**config.mk**
```make
export PLATFORM = sky130hd
export DESIGN_NAME = pwm_period_duty_calculator_core
export DESIGN_NICKNAME = d
export VERILOG_FILES = /design/src/hw/rtl/pwmc_pkg.sv /design/src/hw/rtl/pwmc_div.sv /design/src/hw/rtl/pwm_period_duty_calculator_core.sv
export SDC_FILE = /design/constraint.sdc
export NUM_CORES = 2
export LEC_CHECK = 0
export BUFFER_PORTS_ARGS = -buffer_cell sky130_fd_sc_hd__buf_2
export CORE_UTILIZATION = 50
export CTS_BUF_LIST = sky130_fd_sc_hd__clkbuf_16
export DETAILED_ROUTE_END_ITERATION = 7
export HOLD_SLACK_MARGIN = 0.03
export PLACE_DENSITY = 0.69
export SLEW_MARGIN = 15
export SYNTH_ARGS = -nofsm -noshare
export SYNTH_HDL_FRONTEND = slang
export SYNTH_SLANG_ARGS = --single-unit
export TNS_END_PERCENT = 1
```
**constraint.sdc**
```tcl
create_clock -name clk -period 7.9 [get_ports clk]
set_input_delay 0.79 -clock clk [delete_from_list [all_inputs] [get_ports clk]]
set_output_delay 0.79 -clock clk [all_outputs]
set_load 0.03 [all_outputs]
```
**src/hw/rtl/pwmc_pkg.sv**
```systemverilog
// Shared types, constants and helper functions of the PWM period and duty calculator.
// No dependencies; every other file of the block imports this package.
`timescale 1ns / 1ps

package pwmc_pkg;

  // Block configuration.
  localparam int NUM_TIMERS   = 4;
  localparam int COUNTER_BITS = 16;
  localparam int TIMER_W      = 2;
  localparam int CHAN_W       = 3;
  localparam int FREQ_W       = 32;
  localparam int DUTY_W       = 16;
  localparam int PS_W         = 3;
  localparam int BUS_KHZ_W    = 23;
  localparam int PREC_W       = 16;
  localparam int CLK_W        = 32;

  // Stream payload layout.
  localparam int IN_TDATA_W  = 56;
  localparam int IN_TUSER_W  = 2;
  localparam int OUT_TDATA_W = 40;
  localparam int OUT_TUSER_W = 3;

  // Configuration port.
  localparam int CFG_ADDR_W = 3;
  localparam int CFG_DATA_W = 23;

  // Shared divider: dividend, quotient, divisor and step counter widths.
  localparam int DIV_W     = 33;
  localparam int DIVISOR_W = 32;
  localparam int DIV_CNT_W = 6;

  localparam logic [BUS_KHZ_W-1:0] BUS_KHZ_RST = BUS_KHZ_W'(60000);
  localparam logic [PREC_W-1:0]    PREC_RST    = PREC_W'(10000);
  localparam logic [DIV_W-1:0]     KHZ_TO_HZ   = DIV_W'(1000);
  localparam logic [4:0]           PS_MAX      = 5'h07;
  localparam logic [COUNTER_BITS-1:0] CNT_MAX  = '1;

  typedef enum logic [1:0] {
    CMD_INIT = 2'd0,
    CMD_DUTY = 2'd1,
    CMD_FREQ = 2'd2
  } cmd_t;

  typedef enum logic [2:0] {
    ST_OK        = 3'd0,
    ST_BAD_CHAN  = 3'd1,
    ST_ZERO_FREQ = 3'd2,
    ST_PS_OVER   = 3'd3,
    ST_DUTY_OVER = 3'd4,
    ST_UNSET     = 3'd5
  } status_t;

  typedef enum logic [CFG_ADDR_W-1:0] {
    REG_BUS_KHZ = 3'd0,
    REG_PREC_T0 = 3'd1,
    REG_PREC_T1 = 3'd2,
    REG_PREC_T2 = 3'd3,
    REG_PREC_T3 = 3'd4
  } cfg_reg_t;

  typedef enum logic [3:0] {
    S_IDLE,
    S_CHECK,
    S_CLK,
    S_DIVQ,
    S_WAITQ,
    S_DIVM,
    S_WAITM,
    S_MULD,
    S_DIVC,
    S_WAITC,
    S_DONE
  } state_t;

  typedef struct packed {
    logic                 start;
    logic [DIV_W-1:0]     dividend;
    logic [DIVISOR_W-1:0] divisor;
  } div_req_t;

  typedef struct packed {
    logic             busy;
    logic             done;
    logic [DIV_W-1:0] quotient;
  } div_rsp_t;

  // Number of significant bits of a value below 2^16.
  function automatic logic [4:0] bit_length(input logic [15:0] v);
    logic [4:0] len;
    len = '0;
    for (int i = 0; i < 16; i++) begin
      if (v[i]) begin
        len = 5'(i + 1);
      end
    end
    return len;
  endfunction

  // Clamp a quotient to the counter range.
  function automatic logic [COUNTER_BITS-1:0] sat_cnt(input logic [DIV_W-1:0] v);
    if (v[DIV_W-1:COUNTER_BITS] != '0) begin
      return CNT_MAX;
    end
    return v[COUNTER_BITS-1:0];
  endfunction

endpackage

```
**src/hw/rtl/pwmc_div.sv**
```systemverilog
// Shared restoring divider, one quotient bit per cycle.
// Depends on pwmc_pkg for widths and the request/response structs.
`timescale 1ns / 1ps

module pwmc_div (
  input  logic               clk,
  input  logic               rst_n,
  input  pwmc_pkg::div_req_t req,
  output pwmc_pkg::div_rsp_t rsp
);
  import pwmc_pkg::*;

  localparam logic [DIV_CNT_W-1:0] DIV_STEPS = DIV_CNT_W'(DIV_W);

  logic [DIVISOR_W-1:0] rem_r;
  logic [DIV_W-1:0]     quo_r;
  logic [DIVISOR_W-1:0] dvs_r;
  logic [DIV_CNT_W-1:0] cnt_r;
  logic                 busy_r;
  logic                 done_r;

  logic [DIVISOR_W:0] trial;
  logic [DIVISOR_W:0] diff;
  logic               fits;

  // Shift the next dividend bit into the partial remainder and try a subtract.
  assign trial = {rem_r, quo_r[DIV_W-1]};
  assign diff  = trial - {1'b0, dvs_r};
  assign fits  = (trial >= {1'b0, dvs_r});

  always_ff @(posedge clk) begin
    if (!rst_n) begin
      busy_r <= 1'b0;
      done_r <= 1'b0;
      cnt_r  <= '0;
    end else begin
      done_r <= 1'b0;
      if (req.start && !busy_r) begin
        busy_r <= 1'b1;
        cnt_r  <= DIV_STEPS;
        rem_r  <= '0;
        quo_r  <= req.dividend;
        dvs_r  <= req.divisor;
      end else if (busy_r) begin
        rem_r <= fits ? diff[DIVISOR_W-1:0] : trial[DIVISOR_W-1:0];
        quo_r <= {quo_r[DIV_W-2:0], fits};
        cnt_r <= cnt_r - 1'b1;
        if (cnt_r == DIV_CNT_W'(1)) begin
          busy_r <= 1'b0;
          done_r <= 1'b1;
        end
      end
    end
  end

  assign rsp.busy     = busy_r;
  assign rsp.done     = done_r;
  assign rsp.quotient = quo_r;

  a_no_start_busy: assert property (@(posedge clk) disable iff (!rst_n)
    req.start |-> !busy_r)
    else $error("divider started while busy");

  a_cnt_live: assert property (@(posedge clk) disable iff (!rst_n)
    busy_r |-> (cnt_r != '0))
    else $error("divider busy with an exhausted step count");

  a_done_idle: assert property (@(posedge clk) disable iff (!rst_n)
    done_r |-> !busy_r)
    else $error("divider done while still busy");

endmodule

```
**src/hw/rtl/pwm_period_duty_calculator_core.sv**
```systemverilog
// PWM period and duty calculator: top level with sequencer, register file and period store.
// Each division runs on the single shared bit-serial divider. One request is in work at a
// time; the next is taken the cycle after its result is registered, which waits while the
// output is full.
// Synchronous active-low reset restores the register defaults and marks every period unset.
`timescale 1ns / 1ps

module pwm_period_duty_calculator_core (
  input  logic                               clk,
  input  logic                               rst_n,
  // in_tdata, from bit 0: timer_sel(2), chan_sel(3), freq_hz(32), duty_num(16), zero fill
  input  logic [pwmc_pkg::IN_TDATA_W-1:0]    in_tdata,
  // in_tuser: cmd(2)
  input  logic [pwmc_pkg::IN_TUSER_W-1:0]    in_tuser,
  input  logic                               in_tvalid,
  output logic                               in_tready,
  // out_tdata, from bit 0: prescale(3), modulo(16), compare(16), chan_out(3), zero fill
  output logic [pwmc_pkg::OUT_TDATA_W-1:0]   out_tdata,
  // out_tuser: status(3)
  output logic [pwmc_pkg::OUT_TUSER_W-1:0]   out_tuser,
  output logic                               out_tvalid,
  input  logic                               out_tready,
  input  logic                               cfg_valid,
  output logic                               cfg_ready,
  input  logic [pwmc_pkg::CFG_ADDR_W-1:0]    cfg_addr,
  input  logic [pwmc_pkg::CFG_DATA_W-1:0]    cfg_data
);
  import pwmc_pkg::*;

  state_t state_r, state_nxt;

  cmd_t                    cmd_r;
  logic [TIMER_W-1:0]      t_r;
  logic [CHAN_W-1:0]       ch_r;
  logic [FREQ_W-1:0]       freq_r;
  logic [DUTY_W-1:0]       duty_r;

  logic [BUS_KHZ_W-1:0]    bus_khz_r;
  logic [PREC_W-1:0]       prec_r [4];
  logic [COUNTER_BITS-1:0] store_r [NUM_TIMERS];

  logic [CLK_W-1:0]        clk_r;
  logic [PS_W-1:0]         ps_r;
  logic [COUNTER_BITS-1:0] mod_r;
  logic [COUNTER_BITS-1:0] cmp_r;
  logic [DIV_W-1:0]        prod_r;
  status_t                 status_r;

  logic [OUT_TDATA_W-1:0]  out_data_r;
  logic [OUT_TUSER_W-1:0]  out_user_r;
  logic                    out_valid_r;

  div_req_t div_req;
  div_rsp_t div_rsp;

  logic [PREC_W-1:0]       prec_sel;
  logic                    chan_bad;
  logic                    timer_bad;
  logic                    duty_over;
  status_t                 chk_status;
  logic [4:0]              q_len;
  logic [COUNTER_BITS-1:0] q_sat;
  logic                    out_free;
  logic                    store_we;
  logic [COUNTER_BITS-1:0] store_wdata;
  logic [DIV_W-1:0]        clk_prod;
  logic [DIV_W-1:0]        duty_prod;
  logic [COUNTER_BITS:0]   mod_plus1;
  logic [CLK_W-1:0]        clk_shifted;

  pwmc_div u_div (
    .clk   (clk),
    .rst_n (rst_n),
    .req   (div_req),
    .rsp   (div_rsp)
  );

  assign prec_sel  = prec_r[t_r];
  assign timer_bad = (int'(t_r) >= NUM_TIMERS);
  // Timers 1 and 2 only have channels 0 and 1.
  assign chan_bad  = ((t_r == 2'd1) || (t_r == 2'd2)) && (ch_r > 3'd1);
  assign duty_over = (duty_r > prec_sel);
  assign q_len     = bit_length(div_rsp.quotient[15:0]);
  assign q_sat     = sat_cnt(div_rsp.quotient);
  assign out_free  = !out_valid_r || out_tready;

  assign clk_prod    = {{(DIV_W-BUS_KHZ_W){1'b0}}, bus_khz_r} * KHZ_TO_HZ;
  assign mod_plus1   = {1'b0, mod_r} + 1'b1;
  assign duty_prod   = {{(DIV_W-DUTY_W){1'b0}}, duty_r} *
                       {{(DIV_W-COUNTER_BITS-1){1'b0}}, mod_plus1};
  assign clk_shifted = clk_r >> ps_r;

  // Checks done right after capture, in the order the command defines.
  always_comb begin
    chk_status = ST_OK;
    if (timer_bad) begin
      chk_status = ST_BAD_CHAN;
    end else begin
      case (cmd_r)
        CMD_INIT: begin
          if (chan_bad) begin
            chk_status = ST_BAD_CHAN;
          end else if (freq_r == '0) begin
            chk_status = ST_ZERO_FREQ;
          end
        end
        CMD_DUTY: begin
          if (chan_bad) begin
            chk_status = ST_BAD_CHAN;
          end else if (duty_over) begin
            chk_status = ST_DUTY_OVER;
          end else if (store_r[t_r] == '0) begin
            chk_status = ST_UNSET;
          end
        end
        CMD_FREQ: begin
          if (freq_r == '0) begin
            chk_status = ST_ZERO_FREQ;
          end
        end
        default: chk_status = ST_OK;
      endcase
    end
  end

  always_ff @(posedge clk) begin
    if (!rst_n) begin
      state_r <= S_IDLE;
    end else begin
      state_r <= state_nxt;
    end
  end

  always_comb begin
    state_nxt        = state_r;
    div_req.start    = 1'b0;
    div_req.dividend = '0;
    div_req.divisor  = freq_r;
    store_we         = 1'b0;
    store_wdata      = mod_r;
    case (state_r)
      S_IDLE: begin
        if (in_tvalid) begin
          state_nxt = S_CHECK;
        end
      end
      S_CHECK: begin
        if (cmd_r != CMD_INIT && cmd_r != CMD_DUTY && cmd_r != CMD_FREQ) begin
          state_nxt = S_IDLE;
        end else if (chk_status != ST_OK) begin
          state_nxt = S_DONE;
        end else if (cmd_r == CMD_DUTY) begin
          state_nxt = S_MULD;
        end else begin
          state_nxt = S_CLK;
        end
      end
      S_CLK: state_nxt = S_DIVQ;
      S_DIVQ: begin
        div_req.start    = 1'b1;
        div_req.dividend = DIV_W'(clk_r >> COUNTER_BITS);
        state_nxt        = S_WAITQ;
      end
      S_WAITQ: begin
        if (div_rsp.done) begin
          state_nxt = (q_len > PS_MAX) ? S_DONE : S_DIVM;
        end
      end
      S_DIVM: begin
        div_req.start    = 1'b1;
        div_req.dividend = {1'b0, clk_shifted};
        state_nxt        = S_WAITM;
      end
      S_WAITM: begin
        if (div_rsp.done) begin
          if (cmd_r == CMD_FREQ) begin
            store_we    = 1'b1;
            store_wdata = q_sat;
            state_nxt   = S_DONE;
          end else if (duty_over) begin
            state_nxt = S_DONE;
          end else begin
            state_nxt = S_MULD;
          end
        end
      end
      S_MULD: begin
        // A zero precision only gets here with a zero duty, whose compare is zero.
        if (prec_sel == '0) begin
          store_we  = (cmd_r == CMD_INIT);
          state_nxt = S_DONE;
        end else begin
          state_nxt = S_DIVC;
        end
      end
      S_DIVC: begin
        div_req.start    = 1'b1;
        div_req.dividend = prod_r;
        div_req.divisor  = {{(DIVISOR_W-PREC_W){1'b0}}, prec_sel};
        state_nxt        = S_WAITC;
      end
      S_WAITC: begin
        if (div_rsp.done) begin
          store_we  = (cmd_r == CMD_INIT);
          state_nxt = S_DONE;
        end
      end
      S_DONE: begin
        if (out_free) begin
          state_nxt = S_IDLE;
        end
      end
      default: state_nxt = S_IDLE;
    endcase
  end

  // Request capture and datapath registers.
  always_ff @(posedge clk) begin
    case (state_r)
      S_IDLE: begin
        if (in_tvalid) begin
          cmd_r  <= cmd_t'(in_tuser[1:0]);
          t_r    <= in_tdata[1:0];
          ch_r   <= in_tdata[4:2];
          freq_r <= in_tdata[36:5];
          duty_r <= in_tdata[52:37];
        end
      end
      S_CHECK: begin
        ps_r     <= '0;
        cmp_r    <= '0;
        mod_r    <= (cmd_r == CMD_DUTY) ? store_r[t_r] : '0;
        status_r <= chk_status;
      end
      S_CLK: clk_r <= clk_prod[CLK_W-1:0];
      S_WAITQ: begin
        if (div_rsp.done) begin
          ps_r <= q_len[PS_W-1:0];
          if (q_len > PS_MAX) begin
            status_r <= ST_PS_OVER;
          end
        end
      end
      S_WAITM: begin
        if (div_rsp.done) begin
          mod_r <= q_sat;
          if (cmd_r == CMD_INIT && duty_over) begin
            status_r <= ST_DUTY_OVER;
          end
        end
      end
      S_MULD: prod_r <= duty_prod;
      S_WAITC: begin
        if (div_rsp.done) begin
          cmp_r <= q_sat;
        end
      end
      default: ;
    endcase
  end

  // Period store and configuration registers.
  always_ff @(posedge clk) begin
    if (!rst_n) begin
      bus_khz_r <= BUS_KHZ_RST;
      for (int i = 0; i < 4; i++) begin
        prec_r[i] <= PREC_RST;
      end
      for (int i = 0; i < NUM_TIMERS; i++) begin
        store_r[i] <= '0;
      end
    end else begin
      if (store_we) begin
        store_r[t_r] <= store_wdata;
      end
      if (cfg_valid) begin
        case (cfg_reg_t'(cfg_addr))
          REG_BUS_KHZ: bus_khz_r <= cfg_data[BUS_KHZ_W-1:0];
          REG_PREC_T0: prec_r[0] <= cfg_data[PREC_W-1:0];
          REG_PREC_T1: prec_r[1] <= cfg_data[PREC_W-1:0];
          REG_PREC_T2: prec_r[2] <= cfg_data[PREC_W-1:0];
          REG_PREC_T3: prec_r[3] <= cfg_data[PREC_W-1:0];
          default: ;
        endcase
      end
    end
  end

  // Output register; a failed request reports zero prescale, modulo and compare.
  always_ff @(posedge clk) begin
    if (!rst_n) begin
      out_valid_r <= 1'b0;
    end else if (state_r == S_DONE && out_free) begin
      out_valid_r <= 1'b1;
      out_user_r  <= status_r;
      if (status_r == ST_OK) begin
        out_data_r <= {2'b00, ch_r, cmp_r, mod_r, ps_r};
      end else begin
        out_data_r <= {2'b00, ch_r, {(2*COUNTER_BITS+PS_W){1'b0}}};
      end
    end else if (out_tready) begin
      out_valid_r <= 1'b0;
    end
  end

  assign in_tready  = (state_r == S_IDLE);
  assign cfg_ready  = 1'b1;
  assign out_tvalid = out_valid_r;
  assign out_tdata  = out_data_r;
  assign out_tuser  = out_user_r;

  a_accept_check: assert property (@(posedge clk) disable iff (!rst_n)
    (in_tvalid && in_tready) |=> (state_r == S_CHECK))
    else $error("accepted request did not enter the check step");

  a_store_ok: assert property (@(posedge clk) disable iff (!rst_n)
    store_we |-> (status_r == ST_OK))
    else $error("period store written for a failed request");

  a_err_zero: assert property (@(posedge clk) disable iff (!rst_n)
    (out_tvalid && (out_tuser != ST_OK)) |-> (out_tdata[34:0] == '0))
    else $error("failed result carries nonzero settings");

  a_start_seq: assert property (@(posedge clk) disable iff (!rst_n)
    div_req.start |=> div_rsp.busy)
    else $error("divider request not taken");

endmodule
```
Yosys cells after proc, flatten, opt, wreduce, memory -nomap -nowiden
Memory sizes are Yosys's and may differ from the RTL's. A register that Yosys moved wholly into a read port is not among the register bits.
Index checks and enable logic that the tools add are counted.
Operators by class
  equality and inequality tests: 28
  bitwise operators: 6
  shift-type cells: 1
  $lt $le $gt $ge: 4
  reductions and logical operators: 39
  multiplexer cells: 100
  $mul: 2
  add/sub/neg operators: 3
Operators by type and width (count)
  $mux W16: 13
  $pmux W34 S3: 1
  $mux W33: 2
  $mux W32: 2
  $pmux W16 S2: 2
  $mux W5: 10
  $pmux W4 S11: 1
  $mux W4: 10
  $mux W3: 12
  $ge A33 B32 Y1: 1
  $mul A16 B17 Y33: 1
  $mux W1: 33
  $logic_not A16 Y1: 2
  $logic_not A32 Y1: 1
  $shr A32 B3 Y32: 1
  $sub A32 B32 Y32: 1
  $mul A23 B7 Y29 const B: 1
  $pmux W3 S3: 2
  $add A16 B1 Y17 const B: 1
  $reduce_bool A17 Y1: 1
  $eq A4 B3 Y1 const B: 4
  $gt A16 B16 Y1: 1
  $mux W2: 8
  $reduce_and A2 Y1: 8
  31 further kinds: 64
Storage, ports and cells
  bits in registers: 331
  memories: 2
  RAM bits: 128
Memories
  prec_r: depth 4, bits a word 16, rd ports 1, clocked after memory_dff 1, write ports 4, line pwm_period_duty_calculator_core.sv:39  | logic [PREC_W-1:0] prec_r [4];
  store_r: depth 4, bits a word 16, rd ports 1, clocked after memory_dff 1, write ports 4, line pwm_period_duty_calculator_core.sv:40  | logic [COUNTER_BITS-1:0] store_r [NUM_TIMERS];

Depth between registers and ports, before layout
  depth in word-level cells: 20
  gate-level depth with buffers: 30
  depth with buffers taken out: 28

Cells and area by module
A second synthesis with hierarchy kept.
Unflattened totals
  cell total of the unflattened synthesis: 3218
  area, all modules: 34580.7 um2
By module, submodules not included
  pwm_period_duty_calculator_core: times used 1, cells each 2555, area each 28314.7 um2, sequential area each 10329.9 um2
  pwmc_div: times used 1, cells each 663, area each 6266.0 um2, sequential area each 3072.9 um2

Least setup slack after synthesis
OpenSTA, ideal clock, no wires.
  kind: reg2reg
  from: register mod_r[0]
  to: register prod_r[32], data pin
  required time: 7.640 ns
  stages on the path, launching flop included: 27
  path slack: 0.285 ns
  arrival: 7.355 ns
  path through: edfxtp_1 clkbuf_1 nand3_1 nor3_1 nand3_1 xnor2_1 clkbuf_1 nand2_1 fa_1 fa_1 inv_1 fa_1 fa_1 fa_1 inv_1 fa_1 inv_1 ha_1 a21o_1 a21o_1 a221o_1 a31oi_1 o21ai_0 a2111oi_0 o21bai_1 a21oi_1 xnor2_1
On the way
  word-level cells in the longest chain between the ends: 2
RTL lines
  start, declared: line pwm_period_duty_calculator_core.sv:44  | logic [COUNTER_BITS-1:0] mod_r;
  start signal, assigned: line pwm_period_duty_calculator_core.sv:232  | mod_r <= (cmd_r == CMD_DUTY) ? store_r[t_r] : '0;
  start signal, assigned: line pwm_period_duty_calculator_core.sv:246  | mod_r <= q_sat;
  $add A16 B1 Y17: line pwm_period_duty_calculator_core.sv:88  | assign mod_plus1 = {1'b0, mod_r} + 1'b1;
  $mul A16 B17 Y33: line pwm_period_duty_calculator_core.sv:89  | assign duty_prod = {{(DIV_W-DUTY_W){1'b0}}, duty_r} *
  net duty_prod[32]: line pwm_period_duty_calculator_core.sv:67  | logic [DIV_W-1:0] duty_prod;
  end signal, assigned: line pwm_period_duty_calculator_core.sv:252  | S_MULD: prod_r <= duty_prod;
  end, declared: line pwm_period_duty_calculator_core.sv:46  | logic [DIV_W-1:0] prod_r;
The timed path passes the listed nets, and every way through them passes these cells.
A chain may end at the register's enable or synchronous reset.

Worst setup path in the final report
  from: register mod_r[1]
  to: register prod_r[32], data pin
The elaborated chain is that of the path after synthesis.

==> out/results.ini <==
[run_status]
status = complete, no violations

[timing]
worst_slew_pin_slew_ps = 1190
clock-skew-final_ps = 43.7
min_period_over_period_pct = 95.7
achievable-frequency_ghz = 0.132
slew_headroom_pct = 20.6
setup_repair_after_global_routing_missed_its_margin = yes
minimum_clock_period_ps = 7560
slew_violations = 0
fin_ws_ps = 340
final_hold_viol_count = 0
report.final.setup_viol = 0

[drt]
postRouteAntennaNets = 0
dr.pass1.iters = 8
remaining_drc_errors = 0
drt_iter0_drc = 2135
viasPerCell = 5.75
route.detailed.wl_per_inst_um = 21.2
via_count = 23692
aggregate_routed_wire_length_mm = 87.3

[place]
pre_cts_ws_ps = -93.0
place_congestion = 0.915
port_buffers = 128
place.detailed.hpwl_mm = 65.1

[final_layout]
antenna_cells = 0
mostFrequentLayoutCell = sky130_fd_sc_hd__edfxtp_1
flow.area_growth_from_synthesis_pct = 10.8
mostFrequentLayoutCells = sky130_fd_sc_hd__edfxtp_1, sky130_fd_sc_hd__inv_1, sky130_fd_sc_hd__nand2_1
layout-drive-gt1-share_pct = 11.8
fin_nets = 3806
finish.utilization_pct = 56.1

[clock_tree]
cts-root-to-sink-buffers = 3
clk_root_buffer_cell = sky130_fd_sc_hd__clkbuf_16
cts_tree = yes
tritoncts_buffers = 52
postCtsSetupBuffers = 0
clock_latency_ps = 630
cts.sinks = 459
cts.hold.buffers_added = 0
clock_tree.htree_level_count = 2
clk_pin_slew_worst_setup_hold_paths_ps = 60

[synthesis]
share_of_synthesized_area_occupied_by_flip_flops_and_latches_pct = 39.4
synth_flop_cell = sky130_fd_sc_hd__edfxtp_1
postSynth.asyncResetShare_pct = 0
ys_seq_elements = 459
synth_edf_count = 421
netlist_area_um2 = 34000
netlist_instances = 3100
ys_types = 72
synthesis.area_per_instance_um2 = 11.0
ys_warn_count = 0

[die]
chipHeight_um = 263
initial_utilization_pct = 50.6
die-width_um = 263
die-area_um2 = 69000
coreArea_um2 = 67200
num_io_pins = 135
core.rowCount = 95

[setup_path]
criticalPathCategory = reg2reg
cp_max_fo = 7
max_stage_delay_cell_worst_path = sky130_fd_sc_hd__fa_1
max_stage_delay_ps = 550
worst-endpoint-required_ps = 8270
startpoint_type = flip-flop
crit_path_frequent_cell = sky130_fd_sc_hd__fa_1
crit_path_end_kind = flip-flop
cp_data_arrival_time_ps = 7930

[grt]
first_global_vias = 24532
grt_max_degree = 67
globalRouteOverflowTotal = 0
track_usage_pct = 25.8
antenna_found_initial = 0
grt_pass1_wl_mm = 139

[job]
drv.max_cap_violation_count = 0

[min_path]
hp-class = in2reg

==> cell type report <==
| cell class | instances | area (um^2) |
|---|---|---|
| clock inverters | 45 | 603 |
| well taps | 873 | 1090 |
| clock buffers | 52 | 1300 |
| inverters | 357 | 1340 |
| flip-flops and latches | 459 | 13400 |
| fillers | 5642 | 29500 |
| repair buffers | 177 | 1020 |
| multi-input cells | 2160 | 18900 |
==> stage by stage <==
step | std cells | TNS [ps] | instance area [um^2] | hold slack [ps]
detailed placement | 4026 | -93.0 | 35700 | 421
CTS | 4123 | 0 | 37600 | 308
finish | 4123 | 0 | 37600 | 337
global placement | 4026 | 0 | 35700 | 403
floorplan | 3101 | 0 | 34000 | 400
global route | 4123 | -21.6 | 37600 | 315
==> worst max-delay path: cells and delay by family, from the launching register on <==
family	cells	cell delay, ps
compound gates	8	1850
simple gates	6	830
flops	1	390
fa+ha+maj	8	3610
buf+inv	4	340
xor+xnor	2	280
==> final timing paths <==
path,slack (ps),from,cells after the start,endpoint
worst max-delay path,340,mod_r[1],28,prod_r[32]
worst min register to register,440,ch_r[0],0,out_tdata[35]
worst min-delay path,340,in_tdata[3],1,ch_r[1]
worst max register to register,340,mod_r[1],28,prod_r[32]
==> flip-flops by register name, summed over array words and instances, names as in the netlist, 23 cells and up, named ones only <==
| signal | flops |
|---|---|
| prod_r | 33 |
| u_div.quo_r | 33 |
| out_tdata | 38 |
| freq_r | 32 |
| prec_r | 64 |
| bus_khz_r | 23 |
| store_r | 64 |
| u_div.dvs_r | 32 |
| clk_r | 29 |
| u_div.rem_r | 32 |
==> cells in the mapped netlist (8+ instances only) <==
library cell	count	area share, %
sky130_fd_sc_hd__nor2_2	10	0.18
sky130_fd_sc_hd__nor2_1	247	2.7
sky130_fd_sc_hd__nand4_1	15	0.28
sky130_fd_sc_hd__a21oi_1	131	1.9
sky130_fd_sc_hd__o221ai_1	10	0.26
sky130_fd_sc_hd__a211oi_1	16	0.35
sky130_fd_sc_hd__mux4_2	39	2.6
sky130_fd_sc_hd__ha_1	219	8.1
sky130_fd_sc_hd__o21bai_1	14	0.31
sky130_fd_sc_hd__clkbuf_1	108	1.2
sky130_fd_sc_hd__xnor2_1	69	1.8
sky130_fd_sc_hd__a21o_1	41	0.91
sky130_fd_sc_hd__a31oi_1	14	0.26
sky130_fd_sc_hd__edfxtp_1	421	37
sky130_fd_sc_hd__nor2b_1	44	0.81
sky130_fd_sc_hd__o31ai_1	10	0.22
sky130_fd_sc_hd__mux2i_1	49	1.4
sky130_fd_sc_hd__fa_1	291	17
sky130_fd_sc_hd__o21ai_0	95	1.4
sky130_fd_sc_hd__nand3_1	36	0.53
sky130_fd_sc_hd__or3_1	25	0.46
sky130_fd_sc_hd__and2_1	201	3.7
sky130_fd_sc_hd__and3_1	15	0.28
sky130_fd_sc_hd__dfxtp_1	38	2.2
sky130_fd_sc_hd__nor4_1	24	0.44
sky130_fd_sc_hd__a221oi_1	8	0.21
sky130_fd_sc_hd__nor3_1	36	0.53
sky130_fd_sc_hd__nand2_1	303	3.3
sky130_fd_sc_hd__inv_1	356	3.9
sky130_fd_sc_hd__o21a_1	12	0.27
sky130_fd_sc_hd__xor2_1	30	0.77
sky130_fd_sc_hd__a22oi_1	15	0.33
sky130_fd_sc_hd__nand2b_1	23	0.42
sky130_fd_sc_hd__mux2_2	36	1.2
==> logic make-up after synthesis <==
logic type | count (synthesis) | share of synthesized area [%]
buf+inv | 482 | 5.46
flops | 459 | 39.4
xor+xnor | 99 | 2.55
other cells | 2 | 0.0221
compound gates | 420 | 7.84
simple gates | 1004 | 14.3
fa+ha+maj | 510 | 25.2
mux | 124 | 5.22
==> routing by layer <==
| layer | global-route usage (%) | wire length, um |
|---|---|---|
| met1 | 34.1 | 36000 |
| met2 | 44.4 | 43600 |
| met3 | 3.91 | 5660 |
| met4 | 6.66 | 2070 |
| met5 | 0 | 0 |
==> timing repair <==
item	CTS	global route
pin swaps	0	1
setup endpoints to repair	1	5
resized for setup	2	13
Power is not shown: default switching activity piles up to over one toggle a cycle in this logic, so the estimate is an artifact.
